**config.mk**
```make
export PLATFORM = sky130hd
export DESIGN_NAME = bblur_window
export DESIGN_NICKNAME = d
export VERILOG_FILES = /design/src/hw/rtl/bblur_pkg.sv /design/src/hw/rtl/bblur_window.sv
export SDC_FILE = /design/constraint.sdc
export NUM_CORES = 1
export LEC_CHECK = 0
export BUFFER_PORTS_ARGS = -buffer_cell sky130_fd_sc_hd__buf_2
export CELL_PAD_IN_SITES_DETAIL_PLACEMENT = 1
export CELL_PAD_IN_SITES_GLOBAL_PLACEMENT = 1
export CORE_AREA = 2 2 176 264
export CTS_BUF_LIST = sky130_fd_sc_hd__clkbuf_4 sky130_fd_sc_hd__clkbuf_8
export DETAILED_ROUTE_END_ITERATION = 10
export DIE_AREA = 0 0 178 266
export GPL_TIMING_DRIVEN = 0
export HOLD_SLACK_MARGIN = 0.08
export PLACE_DENSITY = 0.82
export SYNTH_ARGS = -nofsm -noshare
export SYNTH_HDL_FRONTEND = slang
export SYNTH_SLANG_ARGS = --single-unit
```
**constraint.sdc**
```tcl
create_clock -name clock -period 15 [get_ports clock]
set_input_delay 1.5 -clock clock [delete_from_list [all_inputs] [get_ports clock]]
set_output_delay 1.5 -clock clock [all_outputs]
set_load 0.005 [all_outputs]
```
**src/hw/rtl/bblur_pkg.sv**
```systemverilog
// Shared constants, types and helper functions for the 3x3 box blur block.
package bblur_pkg;

   // Geometry limits
   localparam int MAX_WIDTH  = 2048;
   localparam int MAX_HEIGHT = 4096;
   localparam int ADDR_W     = $clog2(MAX_WIDTH);
   localparam int COL_W      = ADDR_W;
   localparam int WUSE_W     = $clog2(MAX_WIDTH + 2);
   localparam int HUSE_W     = 13;
   localparam int ROW_W      = 12;

   // Register file
   localparam int CFG_WIDTH_W  = 12;
   localparam int CFG_HEIGHT_W = 13;
   localparam int CSR_IDX_W    = 4;
   localparam int CSR_DATA_W   = 13;
   localparam logic [CSR_IDX_W-1:0] CSR_IMAGE_WIDTH  = CSR_IDX_W'(0);
   localparam logic [CSR_IDX_W-1:0] CSR_IMAGE_HEIGHT = CSR_IDX_W'(1);
   localparam int RESET_WIDTH  = 640;
   localparam int RESET_HEIGHT = 480;

   // Request kinds
   localparam logic REQ_PIXEL = 1'b0;
   localparam logic REQ_FLUSH = 1'b1;

   // Pixel and arithmetic
   localparam int CH_W        = 8;
   localparam int PIX_W       = 4 * CH_W;
   localparam int SUM_W       = 12;
   localparam int RECIP_W     = 14;
   localparam int RECIP_SHIFT = 15;
   localparam int PROD_W      = SUM_W + RECIP_W;
   // floor(s * RECIP >> 15) == s / n for every s up to 9 * 255
   localparam logic [RECIP_W-1:0] RECIP_DIV4 = RECIP_W'(8192);
   localparam logic [RECIP_W-1:0] RECIP_DIV6 = RECIP_W'(5462);
   localparam logic [RECIP_W-1:0] RECIP_DIV9 = RECIP_W'(3641);

   // Result queue
   localparam int OFIFO_DEPTH = 4;

   typedef struct packed {
      logic [CH_W-1:0] alpha;
      logic [CH_W-1:0] blue;
      logic [CH_W-1:0] green;
      logic [CH_W-1:0] red;
   } pix_type;

   // Decoded work for one item, handed from the sequencer to the window stage
   typedef struct packed {
      logic              valid;
      logic              emit;
      logic              slide;
      logic              store;
      logic              top_ok;
      logic              bot_ok;
      logic              left_ok;
      logic              right_ok;
      logic              frame_end;
      logic [ADDR_W-1:0] addr;
      pix_type           pix;
   } slot_type;

   // Masked neighborhood sums, handed from the window stage to the divider
   typedef struct packed {
      logic               valid;
      logic [SUM_W-1:0]   sum_red;
      logic [SUM_W-1:0]   sum_green;
      logic [SUM_W-1:0]   sum_blue;
      logic [RECIP_W-1:0] recip;
      logic [CH_W-1:0]    alpha;
      logic               frame_end;
   } sums_type;

   typedef struct packed {
      logic [CH_W-1:0] red;
      logic [CH_W-1:0] green;
      logic [CH_W-1:0] blue;
      logic [CH_W-1:0] alpha;
      logic            frame_end;
   } result_type;

   // Reciprocal for the pixel count: 2 or 3 rows times 2 or 3 columns
   function automatic logic [RECIP_W-1:0] recip_for(input logic rows3, input logic cols3);
      logic [RECIP_W-1:0] r;
      case ({rows3, cols3})
         2'b11:   r = RECIP_DIV9;
         2'b00:   r = RECIP_DIV4;
         default: r = RECIP_DIV6;
      endcase
      return r;
   endfunction

endpackage

```
**src/hw/rtl/bblur_window.sv**
```systemverilog
// Window stage: line buffer read-modify-write, 3x3 window and masked sums.
module bblur_window (
   input  logic                         clock,
   input  logic                         reset,
   input  bblur_pkg::slot_type          slot,
   input  logic                         rd_en,
   input  logic [bblur_pkg::ADDR_W-1:0] rd_addr,
   input  bblur_pkg::pix_type           older_rdata,
   input  bblur_pkg::pix_type           newer_rdata,
   output logic                         wr_en,
   output logic [bblur_pkg::ADDR_W-1:0] wr_addr,
   output bblur_pkg::pix_type           older_wdata,
   output bblur_pkg::pix_type           newer_wdata,
   output bblur_pkg::sums_type          sums
);

   bblur_pkg::pix_type  win_ff [0:2][0:2];
   bblur_pkg::pix_type  view   [0:2][0:2];
   bblur_pkg::pix_type  top_pix;
   bblur_pkg::pix_type  mid_pix;
   bblur_pkg::pix_type  fwd_older_ff;
   bblur_pkg::pix_type  fwd_newer_ff;
   logic                fwd_hit_ff, fwd_hit_in;
   bblur_pkg::sums_type sums_ff, sums_in;
   logic [2:0]          row_use;
   logic [2:0]          col_use;

   // line buffer data, bypassed when written on the edge it was read
   assign top_pix = fwd_hit_ff ? fwd_older_ff : older_rdata;
   assign mid_pix = fwd_hit_ff ? fwd_newer_ff : newer_rdata;

   // shift in the new column; center is always view column 1
   always_comb begin
      for (int r = 0; r < 3; r++) begin
         view[r][0] = win_ff[r][1];
         view[r][1] = win_ff[r][2];
      end
      view[0][2] = top_pix;
      view[1][2] = mid_pix;
      view[2][2] = slot.pix;
   end

   // line buffer write back: rows move up by one
   assign wr_en       = slot.valid & slot.store;
   assign wr_addr     = slot.addr;
   assign older_wdata = mid_pix;
   assign newer_wdata = slot.pix;
   assign fwd_hit_in  = wr_en & rd_en & (wr_addr == rd_addr);

   // masked sums over the neighborhood
   assign row_use = {slot.bot_ok, 1'b1, slot.top_ok};
   assign col_use = {slot.right_ok, 1'b1, slot.left_ok};

   always_comb begin
      sums_in           = '0;
      sums_in.valid     = slot.valid & slot.emit;
      sums_in.frame_end = slot.frame_end;
      sums_in.alpha     = view[1][1].alpha;
      sums_in.recip     = bblur_pkg::recip_for(slot.top_ok & slot.bot_ok,
                                               slot.left_ok & slot.right_ok);
      for (int r = 0; r < 3; r++) begin
         for (int c = 0; c < 3; c++) begin
            if (row_use[r] && col_use[c]) begin
               sums_in.sum_red   = sums_in.sum_red + bblur_pkg::SUM_W'(view[r][c].red);
               sums_in.sum_green = sums_in.sum_green + bblur_pkg::SUM_W'(view[r][c].green);
               sums_in.sum_blue  = sums_in.sum_blue + bblur_pkg::SUM_W'(view[r][c].blue);
            end
         end
      end
   end

   // window registers
   always_ff @(posedge clock) begin
      if (reset) begin
         for (int r = 0; r < 3; r++) begin
            for (int c = 0; c < 3; c++) begin
               win_ff[r][c] <= '0;
            end
         end
      end else if (slot.valid && slot.slide) begin
         win_ff <= view;
      end
   end

   // bypass and stage registers
   always_ff @(posedge clock) begin
      if (reset) begin
         fwd_hit_ff    <= 1'b0;
         sums_ff.valid <= 1'b0;
      end else begin
         fwd_hit_ff <= fwd_hit_in;
         sums_ff    <= sums_in;
      end
   end

   always_ff @(posedge clock) begin
      fwd_older_ff <= older_wdata;
      fwd_newer_ff <= newer_wdata;
   end

   assign sums = sums_ff;

endmodule

```
==> results.sh <==
export IMPL_clk_latency_ns=0.61
export IMPL_ys_seq_area_share_pct=28.33
export IMPL_ys_seq_elements=259
export IMPL_hold_path_class="register to register"
export IMPL_async_flop_share_pct=0
export IMPL_crit_fanout=10
export IMPL_hpwlAfterDp_mm=60.64
export IMPL_setup_violations=0
export IMPL_crit_path_end_kind="register"
export IMPL_drc=0
export IMPL_fin_total_pwr_mw=2.366
export IMPL_grt_pass1_wl_mm=115.4
export IMPL_cts_buffer_depth=3
export IMPL_p_leak_nw=10.40
export IMPL_synth_distinct_cells=82
export IMPL_place_ws_ns=0.9343
export IMPL_path_common_cell="ha_1"
export IMPL_drt_wl_total_mm=75.35
export IMPL_p_sw_share_pct=36.06
export IMPL_p_int_mw=1.512
export IMPL_tightest_slew_ns=1.167
export IMPL_start_util_pct=44.24
export IMPL_grt_pass1_vias=21080
export IMPL_start_kind="input pin"
export IMPL_hold_viol=0
export IMPL_nNetsFinal=3125
export IMPL_synth_top_area_share_pct=20.98
export IMPL_hold_buffers=0
export IMPL_yosysWarnings=0
export IMPL_fillers=5618
export IMPL_dieHeight_um=266
export IMPL_clkTransAtPathRegs_ns=0.07
export IMPL_wire_per_inst_um=22.14
export IMPL_viasPerCell=5.694
export IMPL_drt_antenna_violating_nets=0
export IMPL_path_class="input pin to register"
export IMPL_synth_area_top_cells="dfxtp_1, ha_1, edfxtp_1"
export IMPL_wl_met2_mm=39.02
export IMPL_ctsResizeCount=0
export IMPL_grt_max_degree=27
export IMPL_maxCapViolCount=0
export IMPL_p_seq_share_pct=33.4
export IMPL_cp_arrival_ns=14.25
export IMPL_fin_crit_ns=13.79
export IMPL_cts_setup_buffers=0
export IMPL_fmax_ghz=0.07253
export IMPL_area_growth_pct=15.00
export IMPL_synth_edf_count=49
export IMPL_cp_required_ns=15.46
export IMPL_grt_total_usage_pct=31.74
export IMPL_firstDrtPassIters=6
export IMPL_coreArea_um2=45280
export IMPL_tns_ns=0
export IMPL_finalCritPeriodShare_pct=91.92
export IMPL_overflow=0
export IMPL_synth_cells=2476
export IMPL_status="completed"
export IMPL_ctsRootBufferMaster="clkbuf_8"
export IMPL_io_buffer_count=255
export IMPL_power_density_nw_per_um2=102.7
export IMPL_share_comb_of_total_power_pct=35.9
export IMPL_critPathMaxStageDelay_ns=0.68
export IMPL_cts_tree="yes"
export IMPL_antenna_found_initial=3
export IMPL_drt_iter0_drc=991
export IMPL_dr_total_vias=19380
export IMPL_place_congestion=0.9703
export IMPL_wl_met1_mm=26.97
export IMPL_slew_headroom_pct=22.20
export IMPL_cts_inserted_buffers=44
export IMPL_dieArea_um2=47350
export IMPL_power_switching_uw=853.1
export IMPL_fin_skew_ns=0.02593
export IMPL_synth_area_leader_cell="dfxtp_1"
export IMPL_synth_ff_type="dfxtp_1"
export IMPL_syn_nets=2823
export IMPL_rsz0062_at_grt="no"
export IMPL_drive_gt1_share_pct=18.44
export IMPL_die_w_um=178
export IMPL_dr_wl_met3_mm=3.183
export IMPL_clockPowerShare_pct=30.8
export IMPL_top_layer="met4"
export IMPL_syn_mean_instance_area_um2=8.092
export IMPL_report_final_slew_viol_count=0
export IMPL_ir_drop_v=0.00006729
export IMPL_syn_cell_area_um2=20040
export IMPL_htreeDepth=2
export IMPL_final_core_util_pct=50.88
export IMPL_hold_ws_ns=0.4330
export IMPL_numClockSinks=259
export IMPL_setup_ws_ns=1.212
export IMPL_boundaryPins=266
export IMPL_core_rowCount=96
export IMPL_cp_slowest_cell="clkbuf_1"
-- cell usage in the layout, fill, tap and decap left out, types with 10 or more instances in the layout --
master / count
buf_2: 255
clkbuf_8: 49
or3_1: 11
o31a_1: 11
nor2b_1: 46
a21oi_1: 234
clkinv_2: 10
nand2b_1: 17
o31ai_1: 19
mux2i_1: 36
inv_1: 129
xnor2_1: 105
o21bai_1: 15
a21boi_0: 17
nor3_1: 77
fa_1: 24
ha_1: 193
nand2_1: 303
o21ai_0: 133
and2_1: 13
buf_1: 21
clkbuf_4: 12
xor2_1: 44
clkbuf_1: 72
o21a_1: 42
a21o_1: 48
dfxtp_1: 210
buf_4: 85
a211oi_1: 15
mux2_2: 72
nand3_1: 15
edfxtp_1: 49
and3_1: 32
nor2_1: 261
-- through the flow --
step	instance area (um2)	std cells
floorplan	20040	2476
global placement	22050	3319
detailed placement	22070	3320
CTS	23030	3402
global route	23040	3404
finish	23040	3404
-- power by group through the flow --
stage,clock network [mW],registers [mW],logic (mW)
global placement,0,0.802,0.785
floorplan,0,0.799,0.572
global route,0.765,0.794,0.932
finish,0.727,0.789,0.849
CTS,0.739,0.789,0.843
detailed placement,0,0.803,0.833
-- path summary, 6_finish.rpt --
| kind | start | endpoint | slack, ns | cells after the start |
|---|---|---|---|---|
| max | slot[45] | sums[58]$_DFFE_PN_ | 1.21 | 48 |
| min | sums_in[1]$_SDFFE_PP0P_ | sums[1]$_DFFE_PN_ | 0.43 | 0 |
| max reg2reg | fwd_hit_ff$_SDFF_PP0_ | sums[58]$_DFFE_PN_ | 3.08 | 40 |
| min reg2reg | sums_in[1]$_SDFFE_PP0P_ | sums[1]$_DFFE_PN_ | 0.43 | 0 |
-- registers in the layout, summed over array words and instances (netlist names) --
| register | cells |
|---|---|
| fwd_older_ff | 24 |
| fwd_newer_ff | 32 |
| view | 144 |
| sums_in | 8 |
| fwd_hit_ff | 1 |
| sums | 50 |
-- cells in the mapped netlist, types with 3 or more instances --
| cell | count |
|---|---|
| a21boi_0 | 17 |
| o21ai_1 | 3 |
| maj3_1 | 4 |
| and3_1 | 32 |
| dfxtp_1 | 210 |
| a21oi_1 | 234 |
| or2_2 | 9 |
| o31ai_1 | 19 |
| nand4_1 | 9 |
| nand3_1 | 15 |
| mux2i_1 | 36 |
| o22ai_1 | 8 |
| xor2_2 | 3 |
| o2bb2ai_1 | 3 |
| a31oi_1 | 8 |
| nor4_1 | 5 |
| nand2b_1 | 17 |
| edfxtp_1 | 49 |
| and4b_1 | 3 |
| xor2_1 | 44 |
| inv_1 | 130 |
| o211ai_1 | 7 |
| nor2_1 | 262 |
| buf_4 | 85 |
| a211oi_1 | 15 |
| o21a_1 | 42 |
| o21bai_1 | 15 |
| nor3b_1 | 6 |
| buf_1 | 21 |
| o31a_1 | 11 |
| xnor2_1 | 105 |
| and2_1 | 13 |
| o21ai_0 | 133 |
| a31o_2 | 3 |
| nand2_1 | 303 |
| nor2b_1 | 46 |
| fa_1 | 24 |
| mux2_2 | 72 |
| a21o_1 | 48 |
| or3_1 | 11 |
| nor3_1 | 77 |
| clkbuf_1 | 72 |
| ha_1 | 193 |
-- cells by family after synthesis --
| group | after synthesis | share of synthesized area, % |
|---|---|---|
| adders and majority gates | 222 | 14.71 |
| xor gates and xnor gates | 155 | 7.119 |
| DFF | 259 | 28.33 |
| buffers and inverters | 312 | 7.513 |
| and+or+nand+nor | 824 | 18.39 |
| AOI/OAI and AO/OA | 593 | 17.97 |
| muxes | 110 | 5.958 |
| other | 1 | 0.01872 |
-- per-layer routing --
metal	GRT usage (%)	vias to the layer above
met3	4.695	285
met4	23.04	0
li1	-	9078
met1	31.67	9465
met2	58.91	553
met5	0	-
-- layout make-up --
type | count | area [um2] | share of cell area, %
Timing Repair Buffer | 256 | 1296 | 5.626
Multi-Input combinational cell | 1905 | 12860 | 55.80
Tap cell | 588 | 735.7 | 3.193
Antenna cell | 2 | 5.005 | 0.02172
Sequential cell | 259 | 5675 | 24.63
Buffer | 180 | 1010 | 4.382
Clock inverter | 21 | 201.4 | 0.8743
Clock buffer | 61 | 764.5 | 3.318
Inverter | 132 | 495.5 | 2.150
-- worst max-delay path, delay by kind of cell --
kind | cells | cell delay, ns
buffers and inverters | 7 | 2.36
multiplexers | 1 | 0.28
AO/OA/AOI/OAI | 16 | 3.68
AND/OR/NAND/NOR | 13 | 3.06
XOR/XNOR | 2 | 0.32
adder cells (fa/ha/maj) | 9 | 2.98
Power figures use the tool's default switching activity.
