--- config.mk ---
export PLATFORM = sky130hd
export DESIGN_NAME = bblur_outq_flat
export DESIGN_NICKNAME = d
export VERILOG_FILES = /design/src/hw/rtl/bblur_pkg.sv /design/src/hw/rtl/bblur_ifs.sv /design/src/hw/rtl/bblur_outq.sv /design/src/flat_wrapper.sv
export SDC_FILE = /design/constraint.sdc
export NUM_CORES = 1
export LEC_CHECK = 0
export BUFFER_PORTS_ARGS = -buffer_cell sky130_fd_sc_hd__buf_2
export CORE_MARGIN = 2
export CORE_UTILIZATION = 41
export DETAILED_ROUTE_END_ITERATION = 10
export GPL_ROUTABILITY_DRIVEN = 0
export HOLD_SLACK_MARGIN = 0.1
export SYNTH_ARGS = -nofsm -noshare
export SYNTH_HDL_FRONTEND = slang
export SYNTH_SLANG_ARGS = --single-unit
--- constraint.sdc ---
create_clock -name clock -period 6.4 [get_ports clock]
set_input_delay 1.28 -clock clock [delete_from_list [all_inputs] [get_ports clock]]
set_output_delay 1.28 -clock clock [all_outputs]
set_load 0.01 [all_outputs]
--- src/hw/rtl/bblur_pkg.sv ---
// Shared constants, types and helper functions for the 3x3 box blur block.
package bblur_pkg;

   // Geometry limits
   localparam int MAX_WIDTH  = 2048;
   localparam int MAX_HEIGHT = 4096;
   localparam int ADDR_W     = $clog2(MAX_WIDTH);
   localparam int COL_W      = ADDR_W;
   localparam int WUSE_W     = $clog2(MAX_WIDTH + 2);
   localparam int HUSE_W     = 13;
   localparam int ROW_W      = 12;

   // Register file
   localparam int CFG_WIDTH_W  = 12;
   localparam int CFG_HEIGHT_W = 13;
   localparam int CSR_IDX_W    = 4;
   localparam int CSR_DATA_W   = 13;
   localparam logic [CSR_IDX_W-1:0] CSR_IMAGE_WIDTH  = CSR_IDX_W'(0);
   localparam logic [CSR_IDX_W-1:0] CSR_IMAGE_HEIGHT = CSR_IDX_W'(1);
   localparam int RESET_WIDTH  = 640;
   localparam int RESET_HEIGHT = 480;

   // Request kinds
   localparam logic REQ_PIXEL = 1'b0;
   localparam logic REQ_FLUSH = 1'b1;

   // Pixel and arithmetic
   localparam int CH_W        = 8;
   localparam int PIX_W       = 4 * CH_W;
   localparam int SUM_W       = 12;
   localparam int RECIP_W     = 14;
   localparam int RECIP_SHIFT = 15;
   localparam int PROD_W      = SUM_W + RECIP_W;
   // floor(s * RECIP >> 15) == s / n for every s up to 9 * 255
   localparam logic [RECIP_W-1:0] RECIP_DIV4 = RECIP_W'(8192);
   localparam logic [RECIP_W-1:0] RECIP_DIV6 = RECIP_W'(5462);
   localparam logic [RECIP_W-1:0] RECIP_DIV9 = RECIP_W'(3641);

   // Result queue
   localparam int OFIFO_DEPTH = 4;

   typedef struct packed {
      logic [CH_W-1:0] alpha;
      logic [CH_W-1:0] blue;
      logic [CH_W-1:0] green;
      logic [CH_W-1:0] red;
   } pix_type;

   // Decoded work for one item, handed from the sequencer to the window stage
   typedef struct packed {
      logic              valid;
      logic              emit;
      logic              slide;
      logic              store;
      logic              top_ok;
      logic              bot_ok;
      logic              left_ok;
      logic              right_ok;
      logic              frame_end;
      logic [ADDR_W-1:0] addr;
      pix_type           pix;
   } slot_type;

   // Masked neighborhood sums, handed from the window stage to the divider
   typedef struct packed {
      logic               valid;
      logic [SUM_W-1:0]   sum_red;
      logic [SUM_W-1:0]   sum_green;
      logic [SUM_W-1:0]   sum_blue;
      logic [RECIP_W-1:0] recip;
      logic [CH_W-1:0]    alpha;
      logic               frame_end;
   } sums_type;

   typedef struct packed {
      logic [CH_W-1:0] red;
      logic [CH_W-1:0] green;
      logic [CH_W-1:0] blue;
      logic [CH_W-1:0] alpha;
      logic            frame_end;
   } result_type;

   // Reciprocal for the pixel count: 2 or 3 rows times 2 or 3 columns
   function automatic logic [RECIP_W-1:0] recip_for(input logic rows3, input logic cols3);
      logic [RECIP_W-1:0] r;
      case ({rows3, cols3})
         2'b11:   r = RECIP_DIV9;
         2'b00:   r = RECIP_DIV4;
         default: r = RECIP_DIV6;
      endcase
      return r;
   endfunction

endpackage

--- src/hw/rtl/bblur_ifs.sv ---


interface bblur_rsp_if;
   logic                        valid;
   logic                        ready;
   logic [bblur_pkg::CH_W-1:0] out_red;
   logic [bblur_pkg::CH_W-1:0] out_green;
   logic [bblur_pkg::CH_W-1:0] out_blue;
   logic [bblur_pkg::CH_W-1:0] out_alpha;
   logic                        frame_end;

   modport source (output valid, out_red, out_green, out_blue, out_alpha, frame_end,
                   input ready);
   modport sink (input valid, out_red, out_green, out_blue, out_alpha, frame_end,
                 output ready);
endinterface


--- src/hw/rtl/bblur_outq.sv ---
// Divide stage and result queue feeding the response channel.
module bblur_outq (
   input  logic                clock,
   input  logic                reset,
   input  bblur_pkg::sums_type sums,
   input  logic                slot_emit,
   output logic                room,
   bblur_rsp_if.source         rsp
);

   localparam int PTR_W = $clog2(bblur_pkg::OFIFO_DEPTH);
   localparam int CNT_W = $clog2(bblur_pkg::OFIFO_DEPTH + 1);

   bblur_pkg::result_type q_ff [0:bblur_pkg::OFIFO_DEPTH-1];
   bblur_pkg::result_type res_in;
   bblur_pkg::result_type head;
   logic [PTR_W-1:0]      wr_ptr_ff, wr_ptr_in;
   logic [PTR_W-1:0]      rd_ptr_ff, rd_ptr_in;
   logic [CNT_W-1:0]      count_ff, count_in;
   logic [CNT_W:0]        occupancy;
   logic [bblur_pkg::PROD_W-1:0] prod_red;
   logic [bblur_pkg::PROD_W-1:0] prod_green;
   logic [bblur_pkg::PROD_W-1:0] prod_blue;
   logic                  push;
   logic                  pop;

   // divide by the pixel count via reciprocal multiply
   assign prod_red   = bblur_pkg::PROD_W'(sums.sum_red) * bblur_pkg::PROD_W'(sums.recip);
   assign prod_green = bblur_pkg::PROD_W'(sums.sum_green) * bblur_pkg::PROD_W'(sums.recip);
   assign prod_blue  = bblur_pkg::PROD_W'(sums.sum_blue) * bblur_pkg::PROD_W'(sums.recip);

   always_comb begin
      res_in.red       = prod_red[bblur_pkg::RECIP_SHIFT +: bblur_pkg::CH_W];
      res_in.green     = prod_green[bblur_pkg::RECIP_SHIFT +: bblur_pkg::CH_W];
      res_in.blue      = prod_blue[bblur_pkg::RECIP_SHIFT +: bblur_pkg::CH_W];
      res_in.alpha     = sums.alpha;
      res_in.frame_end = sums.frame_end;
   end

   // queue bookkeeping; room counts beats still in the pipe
   assign push      = sums.valid;
   assign pop       = rsp.valid & rsp.ready;
   assign occupancy = (CNT_W+1)'(count_ff) + (CNT_W+1)'(sums.valid) + (CNT_W+1)'(slot_emit);
   assign room      = occupancy < (CNT_W+1)'(bblur_pkg::OFIFO_DEPTH);

   always_comb begin
      wr_ptr_in = wr_ptr_ff;
      rd_ptr_in = rd_ptr_ff;
      count_in  = count_ff;
      if (push) begin
         wr_ptr_in = (wr_ptr_ff == PTR_W'(bblur_pkg::OFIFO_DEPTH - 1)) ? '0
                                                                     : wr_ptr_ff + PTR_W'(1);
      end
      if (pop) begin
         rd_ptr_in = (rd_ptr_ff == PTR_W'(bblur_pkg::OFIFO_DEPTH - 1)) ? '0
                                                                     : rd_ptr_ff + PTR_W'(1);
      end
      if (push && !pop) begin
         count_in = count_ff + CNT_W'(1);
      end else if (pop && !push) begin
         count_in = count_ff - CNT_W'(1);
      end
   end

   always_ff @(posedge clock) begin
      if (reset) begin
         wr_ptr_ff <= '0;
         rd_ptr_ff <= '0;
         count_ff  <= '0;
      end else begin
         wr_ptr_ff <= wr_ptr_in;
         rd_ptr_ff <= rd_ptr_in;
         count_ff  <= count_in;
      end
   end

   always_ff @(posedge clock) begin
      if (push) begin
         q_ff[wr_ptr_ff] <= res_in;
      end
   end

   // response channel
   assign head          = q_ff[rd_ptr_ff];
   assign rsp.valid     = (count_ff != '0);
   assign rsp.out_red   = head.red;
   assign rsp.out_green = head.green;
   assign rsp.out_blue  = head.blue;
   assign rsp.out_alpha = head.alpha;
   assign rsp.frame_end = head.frame_end;

   // checks
   a_no_overflow: assert property (@(posedge clock) disable iff (reset)
      push |-> (count_ff != CNT_W'(bblur_pkg::OFIFO_DEPTH)) || pop)
      else $error("result queue overflow");

   a_count_bound: assert property (@(posedge clock) disable iff (reset)
      count_ff <= CNT_W'(bblur_pkg::OFIFO_DEPTH))
      else $error("result queue count out of range");

endmodule

--- src/flat_wrapper.sv ---
// flat-port wrapper written by rule: the top's interface ports become plain ports
module bblur_outq_flat 
  (clock, reset, sums, slot_emit, room, rsp_valid, rsp_out_red, rsp_out_green, rsp_out_blue, rsp_out_alpha, rsp_frame_end, rsp_ready);
  bblur_rsp_if rsp_i ();
  input  logic clock;
  input  logic reset;
  input  bblur_pkg::sums_type sums;
  input  logic slot_emit;
  output logic room;
  output wire logic [$bits(rsp_i.valid)-1:0] rsp_valid;
  output wire logic [$bits(rsp_i.out_red)-1:0] rsp_out_red;
  output wire logic [$bits(rsp_i.out_green)-1:0] rsp_out_green;
  output wire logic [$bits(rsp_i.out_blue)-1:0] rsp_out_blue;
  output wire logic [$bits(rsp_i.out_alpha)-1:0] rsp_out_alpha;
  output wire logic [$bits(rsp_i.frame_end)-1:0] rsp_frame_end;
  input wire logic [$bits(rsp_i.ready)-1:0] rsp_ready;
  assign rsp_valid = rsp_i.valid;
  assign rsp_out_red = rsp_i.out_red;
  assign rsp_out_green = rsp_i.out_green;
  assign rsp_out_blue = rsp_i.out_blue;
  assign rsp_out_alpha = rsp_i.out_alpha;
  assign rsp_frame_end = rsp_i.frame_end;
  assign rsp_i.ready = rsp_ready;
  bblur_outq u_core (.clock(clock), .reset(reset), .sums(sums), .slot_emit(slot_emit), .room(room), .rsp(rsp_i));
endmodule
==> flow_summary_export.csv, run 1 <==
group,metric,value,unit
sta,rsz0062_at_grt,"false",
route,drc,20,
final_layout,finalNonFillerCells,2656,
setup_path,crit_path_start_kind,"primary input",
pwr,switchingPower,4.249,mW
sta,tns,0,ns
synthesis,ys_top_cells_by_count,"inv_1, fa_1, nand2_1, and2_1, ha_1",
flow_run,maxCapViolCount,0,
pwr,swShare,43.58,%
setup_path,cp_top_family,"adder cells",
sta,worst_pin_slew,0.9570,ns
global_routing,grt-ovfl-total,0,
setup_path,critPathCaptureType,"register",
clock_tree,cts_num_sinks,141,
final_layout,syn2layout_area_growth,12.59,%
clock_tree,cts_hold_buf,0,
setup_path,worst-setup-path-type,"primary input to register",
placed_design,portBuffers,98,
route,drt-initial-drc-count,720,
die,placementRows,79,
synthesis,synth_top_family_by_area,"adder cells",
route,ant_nets,0,
status,status,"complete, but fails checks",
placed_design,place_ws,-0.1689,ns
setup_path,cp.required,6.61,ns
sta,report.final.hold_viol_count,0,
clock_tree,ctsResizeCount,0,
sta,slew_violations,0,
final_layout,layout.nets,2595,
synthesis,ys_ff_latch,141,
synthesis,synth_top_area_share,36.32,%
synthesis,ys_types,56,
pwr,internal_power,5.501,mW
pwr,irDropWorstVdd,284.1,uV
clock_tree,post_cts_buffers,0,
setup_path,slowest_delay,0.54,ns
pwr,p_per_area,446.3,mW/mm^2
setup_path,r2r_slack,4.20,ns
global_routing,grt_start_max_net_pins,34,
worst_hold_path,hold_class,"register to register",
synthesis,synth-edff-count,132,
synthesis,synth.most_common_cell,"inv_1",
setup_path,crit_arrival,6.29,ns
setup_path,critPathBufInv,6,
sta,setup_viol_count_final,0,
synthesis,synth_ff_type,"edfxtp_1",
sta,fmax,164.7,MHz
clock_tree,numCtsBuffers,17,
clock_tree,clockRootBuffer,"clkbuf_16",
synthesis,synthTopCellsByArea,"fa_1, edfxtp_1, ha_1, inv_1, nand2_1",
sta,period_needed,6.073,ns
synthesis,synth_fa_ha_area_share,45.67,%
setup_path,crit_top_cell,"fa_1",
pwr,p_leak,10.54,nW
die,fp.dieH,221.5,microns
setup_path,crit_chain,"buf_2 -> and2_1 -> fa_1 -> inv_1 -> fa_1 -> inv_1 -> fa_1 -> fa_1 -> inv_1 -> fa_1 -> inv_1 -> ha_1 -> a211oi_1 -> nor2_1 -> a2111oi_2 -> buf_4 -> o21ai_1 -> and2_4 -> o2111a_1 -> a211oi_2",
synthesis,synth.area.mux_share,3.992,%
route,via_per_inst,4.899,
synthesis,synthArstFlopShare,0,%
route,drt_first_pass_iters,8,
clock_tree,clockBufferDepth,2,
setup_path,cpMaxStageDelayCell,"fa_1",
placed_design,dp_cells,2622,
synthesis,avgSynthCellArea,10.20,sq um
die,dieArea,0.04908,sq mm
route,wire_per_inst,17.05,microns
placed_design,dpl.hpwl,36.65,mm
global_routing,grt_pass1_wl,75.96,mm
sta,slew_headroom,36.20,%
global_routing,grt_usage,19.40,%
synthesis,synthSimpleGateAreaFrac,14.12,%
clock_tree,clk_pin_slew,0.06,ns
sta,skew,0.007186,ns
die,start_util,41.58,%
synthesis,yosysTopAreaCell,"fa_1",
synthesis,yosysWarnings,0,
clock_tree,cts_tree,"done",
synthesis,yosys.area_share.xor_xnor,1.761,%
synthesis,synth_compound_area_share,2.502,%
die,ios,99,
placed_design,dpl_cell_area,0.02126,sq mm
pwr,sequentialPowerShare,21.2,%
synthesis,synth_area,0.01940,sq mm
global_routing,grt_pass1_vias,14220,
synthesis,synth_fp_nets,2464,
final_layout,drive_gt1_share,14.22,%
clock_tree,clock_latency,0.41,ns
die,dieWidth,221.5,microns
synthesis,synthCells,1903,
synthesis,seq_area_frac_synth,21.36,%
route,wl,45.28,mm
route,vias,13010,
status,violations,"design-rule violations",
global_routing,antenna_found_initial,2,
sta,setup_slack,0.3265,ns
final_layout,fin_area,0.02184,sq mm
pwr,comb_power_share,69.2,%
pwr,clockPowerShare,9.6,%
setup_path,cp_max_fo,8,
sta,period_share,94.90,%
die,core,0.04665,sq mm
clock_tree,htreeDepth,4,
## metal layers
metal	part of all wire (%)	wire, microns	GRT usage (%)
met5	0	0	0
met4	1.2	531	3.662
met3	4.4	2010	1.537
met2	49	21980	33.21
met1	46	20750	27.37
## worst min-delay path: cells and delay by family, from the launching register on
family | cells | cell delay, ns
AO/OA/AOI/OAI | 1 | 0.07
flip-flops | 1 | 0.31
AND/OR/NAND/NOR | 1 | 0.05
## registers in the layout, indices dropped and copies added (netlist names), named ones only
name              flops
u_core.count_ff       3
u_core.q_ff         132
u_core.rd_ptr_ff      2
u_core.wr_ptr_ff      2
## logic make-up after synthesis
logic type,Yosys count
mux,36
buf+inv,544
simple gates,579
fa+ha+maj,497
compound gates,67
flops,141
xor+xnor,39
## final timing paths
path	start	end	depth (start not counted)
setup / recovery	sums[14]	u_core.q_ff[2][24]$_DFFE_PP_	20
hold / removal	u_core.rd_ptr_ff[1]$_SDFFE_PP0P_	register	2
setup reg to reg	u_core.count_ff[1]$_SDFFE_PP0P_	u_core.count_ff[2]$_SDFFE_PP0P_	8
hold reg to reg	u_core.rd_ptr_ff[1]$_SDFFE_PP0P_	register	2
## cell usage in the layout, fill, tap and decap left out, drive strengths merged, types with 3 or more instances in the layout
cell	Yosys	layout
clkinv	0	6
ha	145	145
clkinvlp	0	3
and2	180	180
o211ai	4	4
or3	6	6
xnor2	27	27
mux4	33	33
xor2	12	12
nor3	12	12
a21oi	24	24
nor2	28	28
nand3	11	11
and3	3	3
fa	352	352
nor4	3	3
inv	447	447
a21o	4	4
a211oi	6	6
dfxtp	9	9
nand2	325	325
o21ai	13	13
edfxtp	132	132
buf	11	209
nand4	4	4
clkbuf	86	21
## per-stage QoR
| step | total power [mW] | util (%) | hold slack [ns] |
|---|---|---|---|
| floorplan | 6.703 | - | 0.4467 |
| global placement | 8.629 | 45.58 | 0.4637 |
| detailed placement | 8.840 | 45.58 | 0.4882 |
| CTS | 9.840 | 46.80 | 0.4941 |
| global route | 10.84 | 46.81 | 0.5165 |
| finish | 9.749 | 46.82 | 0.4846 |
## power by group through the flow
stage          combinational (mW)  sequential, mW  clock (mW)
2_1_floorplan                4.64            2.06           0
3_3_place_gp                 6.55            2.07           0
3_5_place_dp                 6.75            2.09           0
4_1_cts                      6.81            2.07       0.955
5_1_grt                      7.76            2.09       0.985
6_report                     6.75            2.07       0.936
## area by class of cell
class | instances | area, sq um
antenna | 2 | 5.005
clock buffer | 21 | 450.4
clock inverter | 11 | 118.9
fill | 4366 | 24810
inverter | 447 | 1678
multi-input combinational | 1218 | 13210
sequential | 141 | 4145
tap | 607 | 759.5
timing repair buffer | 209 | 1474
(Power assumes the default switching activity.)
==> run 2: changes to the inputs <==
--- a/config.mk
+++ b/config.mk
@@ -6,6 +6,7 @@
 export NUM_CORES = 1
 export LEC_CHECK = 0
 export BUFFER_PORTS_ARGS = -buffer_cell sky130_fd_sc_hd__buf_2
+export CORE_ASPECT_RATIO = 1.2
 export CORE_MARGIN = 2
 export CORE_UTILIZATION = 41
 export DETAILED_ROUTE_END_ITERATION = 10
==> flow_summary_export.csv, run 2 (same netlist as run 1, synthesis figures left out) <==
group,metric,value,unit
placed_design,dpl.hpwl,36.84,mm
die,core,0.04692,sq mm
clock_tree,cts_num_sinks,141,
route,via_per_inst,4.908,
route,vias,13060,
sta,worst_pin_slew,0.9346,ns
setup_path,cp_max_fo,14,
route,ant_nets,0,
clock_tree,cts_tree,"done",
worst_hold_path,min_from,"u_core.rd_ptr_ff[1]$_SDFFE_PP0P_",
global_routing,grt_usage,19.38,%
setup_path,r2r_slack,4.14,ns
setup_path,r2r_end,"u_core.count_ff[2]$_SDFFE_PP0P_",
die,fp.dieH,242.3,microns
global_routing,grt_pass1_wl,75.43,mm
pwr,p_per_area,448.0,mW/mm^2
sta,slew_violations,0,
pwr,p_leak,10.53,nW
final_layout,layout.nets,2593,
clock_tree,numCtsBuffers,25,
die,dieWidth,202.6,microns
worst_hold_path,min_to,"u_core.rd_ptr_ff[1]$_SDFFE_PP0P_",
route,drc,0,
clock_tree,cts_hold_buf,0,
sta,slew_headroom,37.69,%
sta,rsz0062_at_grt,"false",
route,wire_per_inst,16.99,microns
route,drt-initial-drc-count,587,
die,ios,99,
sta,setup_slack,0.3463,ns
route,drt_first_pass_iters,5,
pwr,irDropWorstVdd,233.0,uV
die,placementRows,87,
worst_hold_path,hold_class,"register to register",
final_layout,final_common_cell,"inv_1",
setup_path,rr_startpoint,"u_core.count_ff[1]$_SDFFE_PP0P_",
final_layout,diodes,0,
sta,report.final.hold_viol_count,0,
sta,tns,0,ns
route,wl,45.21,mm
placed_design,portBuffers,98,
flow_run,maxCapViolCount,0,
setup_path,critPathCaptureType,"register",
setup_path,worst-setup-path-type,"primary input to register",
sta,period_share,94.59,%
sta,setup_viol_count_final,0,
global_routing,grt_start_max_net_pins,34,
placed_design,place_ws,-0.1972,ns
setup_path,crit_path_start_kind,"primary input",
setup_path,crit_arrival,6.30,ns
clock_tree,clock_latency,0.47,ns
die,start_util,41.35,%
clock_tree,htreeDepth,4,
final_layout,layout_common_cells,"inv_1, fa_1, nand2_1",
final_layout,reg.largest.list,"u_core.q_ff x132, u_core.count_ff x3",
clock_tree,clockBufferDepth,3,
final_layout,largest_reg_flops,132,
sta,fmax,165.2,MHz
die,dieArea,0.04908,sq mm
worst_hold_path,whs_path_depth,2,
clock_tree,clockRootBuffer,"clkbuf_16",
sta,period_needed,6.054,ns
final_layout,syn2layout_area_growth,12.63,%
global_routing,antenna_found_initial,2,
global_routing,grt-ovfl-total,0,
setup_path,cp.required,6.64,ns
sta,skew,0.01662,ns
final_layout,top_register,"u_core.q_ff",
clock_tree,clk_pin_slew,0.05,ns
global_routing,grt_pass1_vias,14510,
status,status,"finished, final reports clean",
setup_path,reg2reg_depth,8,
final_layout,drive_gt1_share,13.84,%
## run 2: metal layers
metal  wire [microns]  up-vias  global-route usage [%]
li1                 -     5977                       -
met1            19300     6716                   25.20
met2            22830      307                   33.95
met3             2022       56                   2.704
met4             1039        4                   5.067
met5               19        -                       0
## run 2: final cells by class
type                       count  area, sq um
fill                        4396        25070
sequential                   141         4145
clock buffer                  28        646.9
clock inverter                 5        27.53
inverter                     447         1678
timing repair buffer         199         1361
tap                          623        779.5
multi-input combinational   1218        13210
## run 2: report_power, final
group / switching (mW) / internal (mW)
combinational: 3.82 / 2.82
sequential: 0.0542 / 2.02
clock: 0.373 / 0.706
## run 2: repair_timing
action                     CTS  global route
gates resized for setup      0             1
setup endpoints to repair    0            16
buffers inserted             0             0
## run 2: worst max-delay path by stage
stage,cells past startpoint,startpoint,slack [ns],endpoint
5_1_grt,19,sums[11],0.03,u_core.q_ff[1][13]$_DFFE_PP_
6_report,19,sums[11],0.35,u_core.q_ff[1][13]$_DFFE_PP_
3_3_place_gp,20,sums[14],-0.05,u_core.q_ff[0][32]$_DFFE_PP_
2_1_floorplan,19,sums[17],0.15,u_core.q_ff[0][24]$_DFFE_PP_
4_1_cts,20,sums[14],0.25,u_core.q_ff[2][23]$_DFFE_PP_
3_5_place_dp,20,sums[14],-0.20,u_core.q_ff[3][23]$_DFFE_PP_
## run 2: stage by stage
stage | power, mW | hold slack, ns | util (%) | area, sq um | instances
after floorplan | 6.703 | 0.4467 | - | 19400 | 1903
after global placement | 8.527 | 0.4740 | 45.13 | 21170 | 2628
after detailed placement | 8.792 | 0.4793 | 45.13 | 21170 | 2628
after CTS | 9.931 | 0.4848 | 46.56 | 21850 | 2661
after global routing | 10.88 | 0.5283 | 46.57 | 21850 | 2661
final | 9.788 | 0.4863 | 46.57 | 21850 | 2661
## run 2: critical path, cell delays in order
cell,delay (ns)
buf_2,0.34
buf_4,0.24
nand2_1,0.08
fa_1,0.44
fa_1,0.48
fa_1,0.55
inv_1,0.05
fa_1,0.48
inv_1,0.05
fa_1,0.48
inv_1,0.05
ha_1,0.28
nand4_1,0.13
nor4_2,0.44
buf_12,0.16
o311ai_4,0.13
a21boi_1,0.26
nor2_1,0.09
xnor2_1,0.29
