## src/hw/rtl/bblur_pkg.sv

```systemverilog
// Shared constants, types and helper functions for the 3x3 box blur block.
package bblur_pkg;

   // Geometry limits
   localparam int MAX_WIDTH  = 2048;
   localparam int MAX_HEIGHT = 4096;
   localparam int ADDR_W     = $clog2(MAX_WIDTH);
   localparam int COL_W      = ADDR_W;
   localparam int WUSE_W     = $clog2(MAX_WIDTH + 2);
   localparam int HUSE_W     = 13;
   localparam int ROW_W      = 12;

   // Register file
   localparam int CFG_WIDTH_W  = 12;
   localparam int CFG_HEIGHT_W = 13;
   localparam int CSR_IDX_W    = 4;
   localparam int CSR_DATA_W   = 13;
   localparam logic [CSR_IDX_W-1:0] CSR_IMAGE_WIDTH  = CSR_IDX_W'(0);
   localparam logic [CSR_IDX_W-1:0] CSR_IMAGE_HEIGHT = CSR_IDX_W'(1);
   localparam int RESET_WIDTH  = 640;
   localparam int RESET_HEIGHT = 480;

   // Request kinds
   localparam logic REQ_PIXEL = 1'b0;
   localparam logic REQ_FLUSH = 1'b1;

   // Pixel and arithmetic
   localparam int CH_W        = 8;
   localparam int PIX_W       = 4 * CH_W;
   localparam int SUM_W       = 12;
   localparam int RECIP_W     = 14;
   localparam int RECIP_SHIFT = 15;
   localparam int PROD_W      = SUM_W + RECIP_W;
   // floor(s * RECIP >> 15) == s / n for every s up to 9 * 255
   localparam logic [RECIP_W-1:0] RECIP_DIV4 = RECIP_W'(8192);
   localparam logic [RECIP_W-1:0] RECIP_DIV6 = RECIP_W'(5462);
   localparam logic [RECIP_W-1:0] RECIP_DIV9 = RECIP_W'(3641);

   // Result queue
   localparam int OFIFO_DEPTH = 4;

   typedef struct packed {
      logic [CH_W-1:0] alpha;
      logic [CH_W-1:0] blue;
      logic [CH_W-1:0] green;
      logic [CH_W-1:0] red;
   } pix_type;

   // Decoded work for one item, handed from the sequencer to the window stage
   typedef struct packed {
      logic              valid;
      logic              emit;
      logic              slide;
      logic              store;
      logic              top_ok;
      logic              bot_ok;
      logic              left_ok;
      logic              right_ok;
      logic              frame_end;
      logic [ADDR_W-1:0] addr;
      pix_type           pix;
   } slot_type;

   // Masked neighborhood sums, handed from the window stage to the divider
   typedef struct packed {
      logic               valid;
      logic [SUM_W-1:0]   sum_red;
      logic [SUM_W-1:0]   sum_green;
      logic [SUM_W-1:0]   sum_blue;
      logic [RECIP_W-1:0] recip;
      logic [CH_W-1:0]    alpha;
      logic               frame_end;
   } sums_type;

   typedef struct packed {
      logic [CH_W-1:0] red;
      logic [CH_W-1:0] green;
      logic [CH_W-1:0] blue;
      logic [CH_W-1:0] alpha;
      logic            frame_end;
   } result_type;

   // Reciprocal for the pixel count: 2 or 3 rows times 2 or 3 columns
   function automatic logic [RECIP_W-1:0] recip_for(input logic rows3, input logic cols3);
      logic [RECIP_W-1:0] r;
      case ({rows3, cols3})
         2'b11:   r = RECIP_DIV9;
         2'b00:   r = RECIP_DIV4;
         default: r = RECIP_DIV6;
      endcase
      return r;
   endfunction

endpackage

```

## src/hw/rtl/bblur_ifs.sv

```systemverilog
// Handshake channel interfaces: pixel requests, blurred results, register writes.
interface bblur_req_if;
   logic                        valid;
   logic                        ready;
   logic                        req_type;
   logic [bblur_pkg::CH_W-1:0] in_red;
   logic [bblur_pkg::CH_W-1:0] in_green;
   logic [bblur_pkg::CH_W-1:0] in_blue;
   logic [bblur_pkg::CH_W-1:0] in_alpha;

   modport source (output valid, req_type, in_red, in_green, in_blue, in_alpha,
                   input ready);
   modport sink (input valid, req_type, in_red, in_green, in_blue, in_alpha,
                 output ready);
endinterface


interface bblur_csr_if;
   logic                              valid;
   logic                              ready;
   logic [bblur_pkg::CSR_IDX_W-1:0]  index;
   logic [bblur_pkg::CSR_DATA_W-1:0] data;

   modport source (output valid, index, data, input ready);
   modport sink (input valid, index, data, output ready);
endinterface

```

## src/hw/rtl/bblur_ctrl.sv

```systemverilog
// Sequencer: registers, raster position, drain count and per-beat decode.
module bblur_ctrl (
   input  logic                         clock,
   input  logic                         reset,
   bblur_req_if.sink                    req,
   bblur_csr_if.sink                    csr,
   input  logic                         room,
   output logic                         rd_en,
   output logic [bblur_pkg::ADDR_W-1:0] rd_addr,
   output bblur_pkg::slot_type          slot
);

   logic [bblur_pkg::WUSE_W-1:0] wuse_ff, wuse_in;
   logic [bblur_pkg::HUSE_W-1:0] huse_ff, huse_in;
   logic [bblur_pkg::COL_W-1:0]  col_ff, col_in;
   logic [bblur_pkg::ROW_W-1:0]  row_ff, row_in;
   logic [bblur_pkg::WUSE_W-1:0] pend_ff, pend_in;
   bblur_pkg::slot_type          slot_ff, slot_in;

   logic                              accept;
   logic                              csr_fire;
   logic                              last_col;
   logic                              last_row;
   logic                              emit_wrap;
   logic                              emit_body;
   logic                              flush_live;
   logic                              k_first;
   logic                              k_last;
   logic [bblur_pkg::WUSE_W-1:0]      k;
   logic [bblur_pkg::CFG_WIDTH_W-1:0]  cfg_w;
   logic [bblur_pkg::CFG_HEIGHT_W-1:0] cfg_h;
   logic [bblur_pkg::WUSE_W-1:0]      w_clamp;
   logic [bblur_pkg::HUSE_W-1:0]      h_clamp;

   // handshakes
   assign req.ready = room;
   assign csr.ready = 1'b1;
   assign accept    = req.valid & req.ready;
   assign csr_fire  = csr.valid & csr.ready;

   // position flags
   assign last_col   = (bblur_pkg::WUSE_W'(col_ff) == wuse_ff - bblur_pkg::WUSE_W'(1));
   assign last_row   = (bblur_pkg::HUSE_W'(row_ff) == huse_ff - bblur_pkg::HUSE_W'(1));
   assign emit_wrap  = (col_ff == '0) && (row_ff >= bblur_pkg::ROW_W'(2));
   assign emit_body  = (col_ff != '0) && (row_ff != '0);
   assign flush_live = (pend_ff != '0);
   assign k          = wuse_ff + bblur_pkg::WUSE_W'(1) - pend_ff;
   assign k_first    = (k == '0);
   assign k_last     = (k == wuse_ff);

   // register clamping
   always_comb begin
      cfg_w = csr.data[bblur_pkg::CFG_WIDTH_W-1:0];
      cfg_h = csr.data[bblur_pkg::CFG_HEIGHT_W-1:0];
      if (cfg_w < bblur_pkg::CFG_WIDTH_W'(2)) begin
         w_clamp = bblur_pkg::WUSE_W'(2);
      end else if (int'(cfg_w) > bblur_pkg::MAX_WIDTH) begin
         w_clamp = bblur_pkg::WUSE_W'(bblur_pkg::MAX_WIDTH);
      end else begin
         w_clamp = bblur_pkg::WUSE_W'(cfg_w);
      end
      if (cfg_h < bblur_pkg::CFG_HEIGHT_W'(2)) begin
         h_clamp = bblur_pkg::HUSE_W'(2);
      end else if (int'(cfg_h) > bblur_pkg::MAX_HEIGHT) begin
         h_clamp = bblur_pkg::HUSE_W'(bblur_pkg::MAX_HEIGHT);
      end else begin
         h_clamp = bblur_pkg::HUSE_W'(cfg_h);
      end
   end

   // decode the beat into window work
   always_comb begin
      slot_in           = '0;
      slot_in.pix.red   = req.in_red;
      slot_in.pix.green = req.in_green;
      slot_in.pix.blue  = req.in_blue;
      slot_in.pix.alpha = req.in_alpha;
      slot_in.addr      = col_ff;
      if (req.req_type == bblur_pkg::REQ_PIXEL) begin
         slot_in.valid    = accept;
         slot_in.emit     = emit_wrap | emit_body;
         slot_in.slide    = 1'b1;
         slot_in.store    = 1'b1;
         // wrap result is the previous row's last column
         slot_in.top_ok   = emit_wrap ? (row_ff >= bblur_pkg::ROW_W'(3))
                                      : (row_ff >= bblur_pkg::ROW_W'(2));
         slot_in.bot_ok   = 1'b1;
         slot_in.left_ok  = emit_wrap | (col_ff >= bblur_pkg::COL_W'(2));
         slot_in.right_ok = ~emit_wrap;
      end else begin
         // drain: last-but-one row's end, then the bottom row
         slot_in.valid     = accept & flush_live;
         slot_in.emit      = flush_live;
         slot_in.slide     = flush_live & ~k_last;
         slot_in.top_ok    = k_first ? (huse_ff >= bblur_pkg::HUSE_W'(3)) : 1'b1;
         slot_in.bot_ok    = k_first;
         slot_in.left_ok   = k_first | k_last | (k >= bblur_pkg::WUSE_W'(2));
         slot_in.right_ok  = ~(k_first | k_last);
         slot_in.frame_end = k_last;
         slot_in.addr      = k[bblur_pkg::ADDR_W-1:0];
         slot_in.pix       = '0;
      end
   end

   assign rd_en   = slot_in.valid & slot_in.slide;
   assign rd_addr = slot_in.addr;

   // next position, drain count and registers
   always_comb begin
      wuse_in = wuse_ff;
      huse_in = huse_ff;
      col_in  = col_ff;
      row_in  = row_ff;
      pend_in = pend_ff;
      if (csr_fire) begin
         col_in  = '0;
         row_in  = '0;
         pend_in = '0;
         if (csr.index == bblur_pkg::CSR_IMAGE_WIDTH) begin
            wuse_in = w_clamp;
         end else if (csr.index == bblur_pkg::CSR_IMAGE_HEIGHT) begin
            huse_in = h_clamp;
         end else begin
            col_in  = col_ff;
            row_in  = row_ff;
            pend_in = pend_ff;
         end
      end else if (accept) begin
         if (req.req_type == bblur_pkg::REQ_PIXEL) begin
            pend_in = '0;
            if (last_col) begin
               col_in = '0;
               if (last_row) begin
                  row_in  = '0;
                  pend_in = wuse_ff + bblur_pkg::WUSE_W'(1);
               end else begin
                  row_in = row_ff + bblur_pkg::ROW_W'(1);
               end
            end else begin
               col_in = col_ff + bblur_pkg::COL_W'(1);
            end
         end else if (flush_live) begin
            pend_in = pend_ff - bblur_pkg::WUSE_W'(1);
         end
      end
   end

   always_ff @(posedge clock) begin
      if (reset) begin
         wuse_ff       <= bblur_pkg::WUSE_W'(bblur_pkg::RESET_WIDTH);
         huse_ff       <= bblur_pkg::HUSE_W'(bblur_pkg::RESET_HEIGHT);
         col_ff        <= '0;
         row_ff        <= '0;
         pend_ff       <= '0;
         slot_ff.valid <= 1'b0;
      end else begin
         wuse_ff <= wuse_in;
         huse_ff <= huse_in;
         col_ff  <= col_in;
         row_ff  <= row_in;
         pend_ff <= pend_in;
         slot_ff <= slot_in;
      end
   end

   assign slot = slot_ff;

   // checks
   a_col_in_row: assert property (@(posedge clock) disable iff (reset)
      bblur_pkg::WUSE_W'(col_ff) < wuse_ff)
      else $error("column position past row end");

   a_pend_bound: assert property (@(posedge clock) disable iff (reset)
      pend_ff <= wuse_ff + bblur_pkg::WUSE_W'(1))
      else $error("drain count exceeds row length plus one");

   a_drain_at_origin: assert property (@(posedge clock) disable iff (reset)
      (pend_ff != '0) |-> (col_ff == '0 && row_ff == '0))
      else $error("drain pending while mid-frame");

endmodule

```

## src/flat_wrapper.sv

```systemverilog
// flat-port wrapper written by rule: the top's interface ports become plain ports
module bblur_ctrl_flat 
  (clock, reset, room, rd_en, rd_addr, slot, req_valid, req_req_type, req_in_red, req_in_green, req_in_blue, req_in_alpha, req_ready, csr_valid, csr_index, csr_data, csr_ready);
  bblur_req_if req_i ();
  bblur_csr_if csr_i ();
  input  logic clock;
  input  logic reset;
  input  logic room;
  output logic rd_en;
  output logic [bblur_pkg::ADDR_W-1:0] rd_addr;
  output bblur_pkg::slot_type slot;
  input wire logic [$bits(req_i.valid)-1:0] req_valid;
  input wire logic [$bits(req_i.req_type)-1:0] req_req_type;
  input wire logic [$bits(req_i.in_red)-1:0] req_in_red;
  input wire logic [$bits(req_i.in_green)-1:0] req_in_green;
  input wire logic [$bits(req_i.in_blue)-1:0] req_in_blue;
  input wire logic [$bits(req_i.in_alpha)-1:0] req_in_alpha;
  output wire logic [$bits(req_i.ready)-1:0] req_ready;
  input wire logic [$bits(csr_i.valid)-1:0] csr_valid;
  input wire logic [$bits(csr_i.index)-1:0] csr_index;
  input wire logic [$bits(csr_i.data)-1:0] csr_data;
  output wire logic [$bits(csr_i.ready)-1:0] csr_ready;
  assign req_i.valid = req_valid;
  assign req_i.req_type = req_req_type;
  assign req_i.in_red = req_in_red;
  assign req_i.in_green = req_in_green;
  assign req_i.in_blue = req_in_blue;
  assign req_i.in_alpha = req_in_alpha;
  assign req_ready = req_i.ready;
  assign csr_i.valid = csr_valid;
  assign csr_i.index = csr_index;
  assign csr_i.data = csr_data;
  assign csr_ready = csr_i.ready;
  bblur_ctrl u_core (.clock(clock), .reset(reset), .req(req_i), .csr(csr_i), .room(room), .rd_en(rd_en), .rd_addr(rd_addr), .slot(slot));
endmodule
```

## config.mk

```make
export PLATFORM = sky130hd
export DESIGN_NAME = bblur_ctrl_flat
export DESIGN_NICKNAME = d
export VERILOG_FILES = /design/src/hw/rtl/bblur_pkg.sv /design/src/hw/rtl/bblur_ifs.sv /design/src/hw/rtl/bblur_ctrl.sv /design/src/flat_wrapper.sv
export SDC_FILE = /design/constraint.sdc
export NUM_CORES = 1
export LEC_CHECK = 0
export BUFFER_PORTS_ARGS = -buffer_cell sky130_fd_sc_hd__buf_2
export CORE_ASPECT_RATIO = 1.25
export CORE_MARGIN = 2
export CORE_UTILIZATION = 40
export DETAILED_ROUTE_END_ITERATION = 12
export PLACE_DENSITY = 0.58
export SYNTH_ARGS = -nofsm -noshare
export SYNTH_HDL_FRONTEND = slang
export SYNTH_SLANG_ARGS = --single-unit
```

## constraint.sdc

```tcl
create_clock -name clock -period 10.7 [get_ports clock]
set_input_delay 1.07 -clock clock [delete_from_list [all_inputs] [get_ports clock]]
set_output_delay 1.07 -clock clock [all_outputs]
set_load 0.05 [all_outputs]
```

==> reports/qor.txt, run 1 <==
status -> completed
Synth area leaders -> edfxtp_1 21%, dfxtp_1 17%, xnor2_1 4.8%, ha_1 3.8%, a21oi_1 3.7%
first-pass GRT wire length -> 33.2 mm
Post-Synth Simple-Gate Area -> 0.230
final hold slack -> 0.494 ns
post_cts resized -> 0
Min-Delay Path Class -> reg -> reg
R2R cell count -> 13
Crit path largest cell delay -> 0.58 ns
DIE HEIGHT -> 155 microns
antenna cells -> 0
hpwl dp -> 16.0 mm
DR iter-0 viols -> 363
syn nets -> 907
TritonCTS clock tree -> done
Compound-Gate Fraction of Synth Area -> 0.180
Clock Skew -> 0.0122 ns
crit-path cells -> ha_1 -> nand4_1 -> inv_1 -> nand2_1 -> xnor2_1 -> ha_1 -> o21a_1 -> o21ai_1 -> nor2_1 -> a221oi_1 -> xnor3_1 -> and4_1 -> a21oi_1 -> buf_2
row count -> 55
Post-Place Setup Slack -> 5.91 ns
fin nets -> 977
root buffer cell -> clkbuf_16
largest net degree at the start of global routing -> 55
Slew @ Worst Pin -> 1.19 ns
CP Data Required Time -> 9.63 ns
reg-to-reg endpoint -> u_core.slot[47]
drt wl/cell -> 18.8 microns
Post-Syn Area -> 0.00733 sq mm
Core ar. -> 0.0180 sq mm
static leakage -> 0.00321 uW
Setup TNS -> 0 ns
number of buffers added on ports -> 119
initial antenna violation count -> 0
Post-Synth Adder-Cell Area -> 0.0403
Main synth FF type -> dfxtp_1
cell area power density -> 126 mW/mm^2
count leader, synth -> nor2_1
post-synthesis mux area share -> 0.0162
CTS clk-pin slew, worst paths -> 0.08 ns
final non-filler cell total -> 1,132
post-synthesis sequential area ratio -> 0.376
CP startpoint kind -> flip-flop
number of synthesized flops with an enable pin -> 51
GPL Wtd Cong -> 0.980
post-CTS setup repair buffer count -> 0
period utilization -> 0.489
WP depth -> 14
worst flop-to-flop path startpoint -> u_core.wuse_ff[0]
layout cells sized above 1 -> 0.179
synth cell count leaders -> 71 x nor2_1, 61 x dfxtp_1, 54 x a21oi_1
MaxCap Viol Count -> 0
Die Wd -> 125 microns
CP endpoint -> rd_en
fin. max-slew vios -> 0
hold_buf cts -> 0
CTS Sinks -> 112
DRC errors left -> 0
Die ar. -> 0.0194 sq mm
GR Util All Layers -> 0.217
drt pass-1 iters -> 4
largest family of logic cells by synthesized area -> simple AND/OR/NAND/NOR gates
P&R area growth vs syn -> 12.5%
area occupied by multi-input gates -> 0.00410 sq mm
Peak VDD IR -> 0.0000702 V
Slew HR -> 0.202
final worst setup slack -> 5.47 ns
Detail Route Antenna Nets -> 0
CTS Buffer Depth -> 2
via count -> 6,378
crit path DAT -> 4.16 ns
Fillers -> 1,782
clk_lat worst skew -> 0.37 ns
Syn Inst Count -> 829
Synth area leader -> edfxtp_1
RSZ-0062 raised after global routing -> no
Reg area -> 0.00275 sq mm
Yosys top cell area share -> 0.209
Tmin final -> 5.23 ns
dpl cells -> 1,116
FF-to-FF setup slack -> 6.68 ns
slowest CP cell -> dfxtp_1
vias per cell -> 5.63
post-synthesis async set-or-reset flop share -> 0
vias in the first global route -> 5,990
number of buffers created by CTS -> 9
# H-tree levels -> 3
Post-Synth XOR/XNOR Area -> 0.0925
distinct cell type count of the synthesized netlist -> 75
post-route cell area -> 0.00825 sq mm
CP most frequent cell -> ha_1
WL final -> 21.2 mm
Avg Cell Area, Syn -> 8.84 sq um
critical path class -> reg -> out
grt ovf -> 0
placed cell area -> 0.00793 sq mm
Max Clk Rate -> 0.191 GHz
Max Fanout on Critical Path -> 10
Worst setup EP type -> primary output
#FFs+latches synth -> 112
critical path startpoint -> u_core.wuse_ff[0]
Syn. warnings -> 0
buffers and inverters on the worst path -> 2
delay-heaviest family, CP -> compound AO/OA/AOI/OAI gates
I/O Pins -> 121
initial core utilization -> 0.406
final setup violation count -> 0
Final Hold Violating Endpoints -> 0
registers in the layout, indices dropped and copies added (netlist names):
| register | count |
|---|---|
| u_core.slot | 52 |
| u_core.huse_ff | 13 |
| u_core.pend_ff | 12 |
| u_core.row_ff | 12 |
| u_core.wuse_ff | 12 |
| u_core.col_ff | 11 |
cells by family after synthesis:
kind of cell | count (synthesis)
AND/OR/NAND/NOR | 314
XOR/XNOR | 71
AO/OA/AOI/OAI | 192
flip-flops | 112
adder cells (fa/ha/maj) | 23
other | 1
buffers and inverters | 106
multiplexers | 10
worst register-to-register path: stages (launching register included):
cell and delay (ns):
dfxtp_1 0.58, ha_1 0.28, nand4_1 0.12, inv_1 0.12, nand2_1 0.07, xnor2_1 0.17
ha_1 0.43, o21a_1 0.16, o21ai_1 0.39, nor2_1 0.10, a221oi_1 0.45, xnor3_1 0.32
nor3_1 0.42, a21oi_1 0.15
cell usage in the layout (no fill, tap or decap), types with 4 or more instances in the layout:
cell type / n
nand3_1: 32
o21ai_0: 23
nand3b_1: 7
o21a_1: 6
buf_4: 7
dfxtp_1: 61
nor2b_1: 39
nand2b_1: 12
o211ai_1: 5
nor3_1: 25
nor3b_1: 7
nand4_1: 14
or2_2: 4
or4_1: 4
o31ai_1: 9
a21oi_1: 54
mux2i_1: 4
a31oi_1: 6
xnor2_1: 40
ha_1: 22
xor2_1: 27
o2111ai_1: 5
nor4_1: 10
nand2_1: 41
and3_1: 15
inv_1: 38
a211oi_1: 15
nor4b_1: 6
a32oi_1: 5
clkbuf_16: 9
a21o_1: 9
buf_2: 119
mux2_2: 5
a221o_1: 6
edfxtp_1: 51
nor2_1: 71
a22oi_1: 17
or3_1: 9
and2_1: 7
through the flow:
stage / utilization / power, uW
after floorplan: - / 634
after global placement: 0.440 / 684
after detailed placement: 0.440 / 684
after CTS: 0.457 / 1050
after global routing: 0.457 / 1080
final: 0.457 / 1040
layer usage:
metal  up-vias  GRT usage  wire length (microns)
li1       3136          -                      -
met1      3008      0.253                   8590
met2       199      0.393                  10900
met3        35     0.0416                   1090
met4         0     0.0857                    671
met5         -          0                      0
final cells by class:
cell class / count / area share
timing repair buffer: 126 / 0.0786
clock buffer: 9 / 0.0273
tap: 228 / 0.0346
sequential: 112 / 0.334
clock inverter: 7 / 0.0109
inverter: 39 / 0.0178
multi-input combinational: 611 / 0.497
how the worst min path moves through the flow:
stage	from	end	slack, ns	depth (start not counted)
3_3_place_gp	u_core.huse_ff[12]	u_core.huse_ff[12]	0.48	2
2_1_floorplan	u_core.huse_ff[12]	u_core.huse_ff[12]	0.46	2
3_5_place_dp	u_core.huse_ff[12]	u_core.huse_ff[12]	0.48	2
5_1_grt	u_core.huse_ff[12]	u_core.huse_ff[12]	0.52	2
4_1_cts	u_core.huse_ff[12]	u_core.huse_ff[12]	0.49	2
6_report	u_core.huse_ff[12]	u_core.huse_ff[12]	0.49	2
where the power goes:
group	total [uW]	switching, uW	internal (uW)
clock	363	190	173
sequential	475	8.59	467
combinational	199	142	56.8
total	1040	341	697
Power figures use the tool's default switching activity.
==> run 2: changes to the inputs <==
- PLACE_DENSITY: 0.58 -> 0.6
- clock period: 10.7 -> 4.3 ns (I/O delays scaled with it)
==> run 2 against run 1 <==
Compared with the run above: utilization grew 0.78 points; final cell count increased by 1.4%; clock-buffer cell count did not move; die area is the same; sequential share of layout area is 0.53 points lower; hold slack got worse by 0.16 ns; clock skew up 0.0074 ns; sequential power rose by 150%; register-to-register slack lost 5.9 ns; highest routed layer unchanged; critical path depth decreased by 1; non-clock buffer count increased by 16.
==> reports/qor.txt, run 2 (synthesized netlist as in run 1, its figures left out) <==
critical path class -> reg -> out (unchanged)
post-route cell area -> 0.00839 sq mm (was 0.00825 sq mm)
antenna cells -> 0 (unchanged)
Max Clk Rate -> 0.244 GHz
static leakage -> 0.00329 uW (was 0.00321 uW)
WL final -> 21.2 mm (about the same)
# H-tree levels -> 3 (unchanged)
Slew @ Worst Pin -> 0.839 ns (was 1.19 ns)
fin. max-slew vios -> 0 (unchanged)
RSZ-0062 raised after global routing -> no (unchanged)
DRC errors left -> 0 (unchanged)
Worst setup EP type -> primary output (unchanged)
DR iter-0 viols -> 328 (was 363)
drt wl/cell -> 18.4 microns (was 18.8 microns)
TritonCTS clock tree -> done (unchanged)
Crit path largest cell delay -> 0.47 ns (was 0.58 ns)
via count -> 6,482 (was 6,378)
vias per cell -> 5.65 (was 5.63)
number of buffers created by CTS -> 9 (unchanged)
initial antenna violation count -> 0 (unchanged)
Largest register FFs -> 52 (unchanged)
fin nets -> 993 (was 977)
CTS Buffer Depth -> 2 (unchanged)
GPL Wtd Cong -> 0.961 (was 0.980)
DIE HEIGHT -> 155 microns (unchanged)
status -> completed (unchanged)
placed cell area -> 0.00804 sq mm (was 0.00793 sq mm)
commonest cells after routing, fill and taps aside -> 118 x buf_2, 70 x nor2_1, 59 x dfxtp_1, 54 x a21oi_1, 51 x edfxtp_1 (was 119 x buf_2, 71 x nor2_1, 61 x dfxtp_1, 54 x a21oi_1, 51 x edfxtp_1)
vias in the first global route -> 6,183 (was 5,990)
Die Wd -> 125 microns (unchanged)
cell area power density -> 307 mW/mm^2 (was 126 mW/mm^2)
slowest CP cell -> dfxtp_1 (unchanged)
commonest non-fill, non-tap cell in the layout -> buf_2 (unchanged)
CP Data Required Time -> 3.87 ns (was 9.63 ns)
Peak VDD IR -> 0.000182 V (was 0.0000702 V)
CTS clk-pin slew, worst paths -> 0.08 ns (about the same)
largest net degree at the start of global routing -> 64 (was 55)
Clock Skew -> 0.0196 ns (was 0.0122 ns)
delay-heaviest family, CP -> compound AO/OA/AOI/OAI gates (unchanged)
root buffer cell -> clkbuf_16 (unchanged)
Max Fanout on Critical Path -> 10 (unchanged)
Setup TNS -> 0 ns (unchanged)
Min-Delay Path Class -> in -> reg (was reg -> reg)
number of buffers added on ports -> 119 (unchanged)
first-pass GRT wire length -> 33.7 mm (was 33.2 mm)
buffers and inverters on the worst path -> 2 (unchanged)
Tmin final -> 4.09 ns
I/O Pins -> 121 (unchanged)
GR Util All Layers -> 0.217 (about the same)
MaxCap Viol Count -> 0 (unchanged)
hpwl dp -> 16.0 mm (about the same)
grt ovf -> 0 (unchanged)
hold depth -> 2 (unchanged)
period utilization -> 0.952
Core ar. -> 0.0180 sq mm (unchanged)
WP depth -> 13 (was 14)
Detail Route Antenna Nets -> 0 (unchanged)
R2R cell count -> 13 (unchanged)
P&R area growth vs syn -> 14.4% (was 12.5%)
drt pass-1 iters -> 5 (was 4)
row count -> 55 (unchanged)
CP startpoint kind -> flip-flop (unchanged)
crit-path cells -> nand2_1 -> nor2_2 -> xor2_1 -> ha_1 -> buf_4 -> and3_1 -> a221o_1 -> o311a_1 -> and2_1 -> xnor2_1 -> and4_1 -> a21oi_1 -> clkbuf_4 (was ha_1 -> nand4_1 -> inv_1 -> nand2_1 -> xnor2_1 -> ha_1 -> o21a_1 -> o21ai_1 -> nor2_1 -> a221oi_1 -> xnor3_1 -> and4_1 -> a21oi_1 -> buf_2)
Final Hold Violating Endpoints -> 0 (unchanged)
crit path DAT -> 3.66 ns (was 4.16 ns)
Die ar. -> 0.0194 sq mm (unchanged)
CTS Sinks -> 112 (unchanged)
Slew HR -> 0.437 (was 0.202)
initial core utilization -> 0.406 (unchanged)
layout cells sized above 1 -> 0.199 (was 0.179)
final setup violation count -> 0 (unchanged)
clk_lat worst skew -> 0.37 ns (about the same)
hold_buf cts -> 0 (unchanged)
## run 2: routing by layer
metal	vias to the layer above	wire length, microns	global-route usage	share of wire
met1	3080	8980	0.263	0.42
li1	3161	-	-	-
met5	-	0	0	0
met3	38	950	0.0358	0.045
met2	203	10600	0.386	0.50
met4	0	586	0.0825	0.028
## run 2: timing repair
action | in CTS | in global routing
resized for setup | 0 | 6
setup buffers | 0 | 1
setup endpoints to repair | 0 | 3
## run 2: through the flow
stage | hold slack [ns] | utilization | instances | total power, uW | worst slack (ns)
6_report | 0.338 | 0.465 | 1148 | 2570 | 0.206
3_5_place_dp | 0.482 | 0.446 | 1131 | 1700 | 0.478
5_1_grt | 0.322 | 0.465 | 1148 | 2690 | 0.0216
3_3_place_gp | 0.477 | 0.446 | 1131 | 1700 | 0.449
4_1_cts | 0.326 | 0.464 | 1147 | 2600 | 0.0638
2_1_floorplan | 0.461 | - | 829 | 1580 | 0.0710
## run 2: worst paths after layout
check,startpoint,end,slack [ns]
worst min register to register,u_core.huse_ff[12],u_core.huse_ff[12],0.49
worst max-delay path,u_core.wuse_ff[2],rd_en,0.21
worst max register to register,u_core.wuse_ff[2],u_core.slot[44],0.74
worst min-delay path,csr_data[7],u_core.wuse_ff[7],0.34
## run 2: where the power goes
part / switching (uW) / leakage [uW] / internal (uW)
clock network: 465 / 0.000154 / 428
registers: 19.3 / 0.000992 / 1160
logic: 356 / 0.00215 / 145
total: 840 / 0.00329 / 1730
## run 2: final cells by class
| class | count | area, sq um |
|---|---|---|
| fillers | 1806 | 9640 |
| flip-flops and latches | 112 | 2760 |
| clock buffers | 9 | 225 |
| repair buffers | 142 | 771 |
| clock inverters | 7 | 93.8 |
| well taps | 228 | 285 |
| inverters | 39 | 146 |
| multi-input cells | 611 | 4110 |
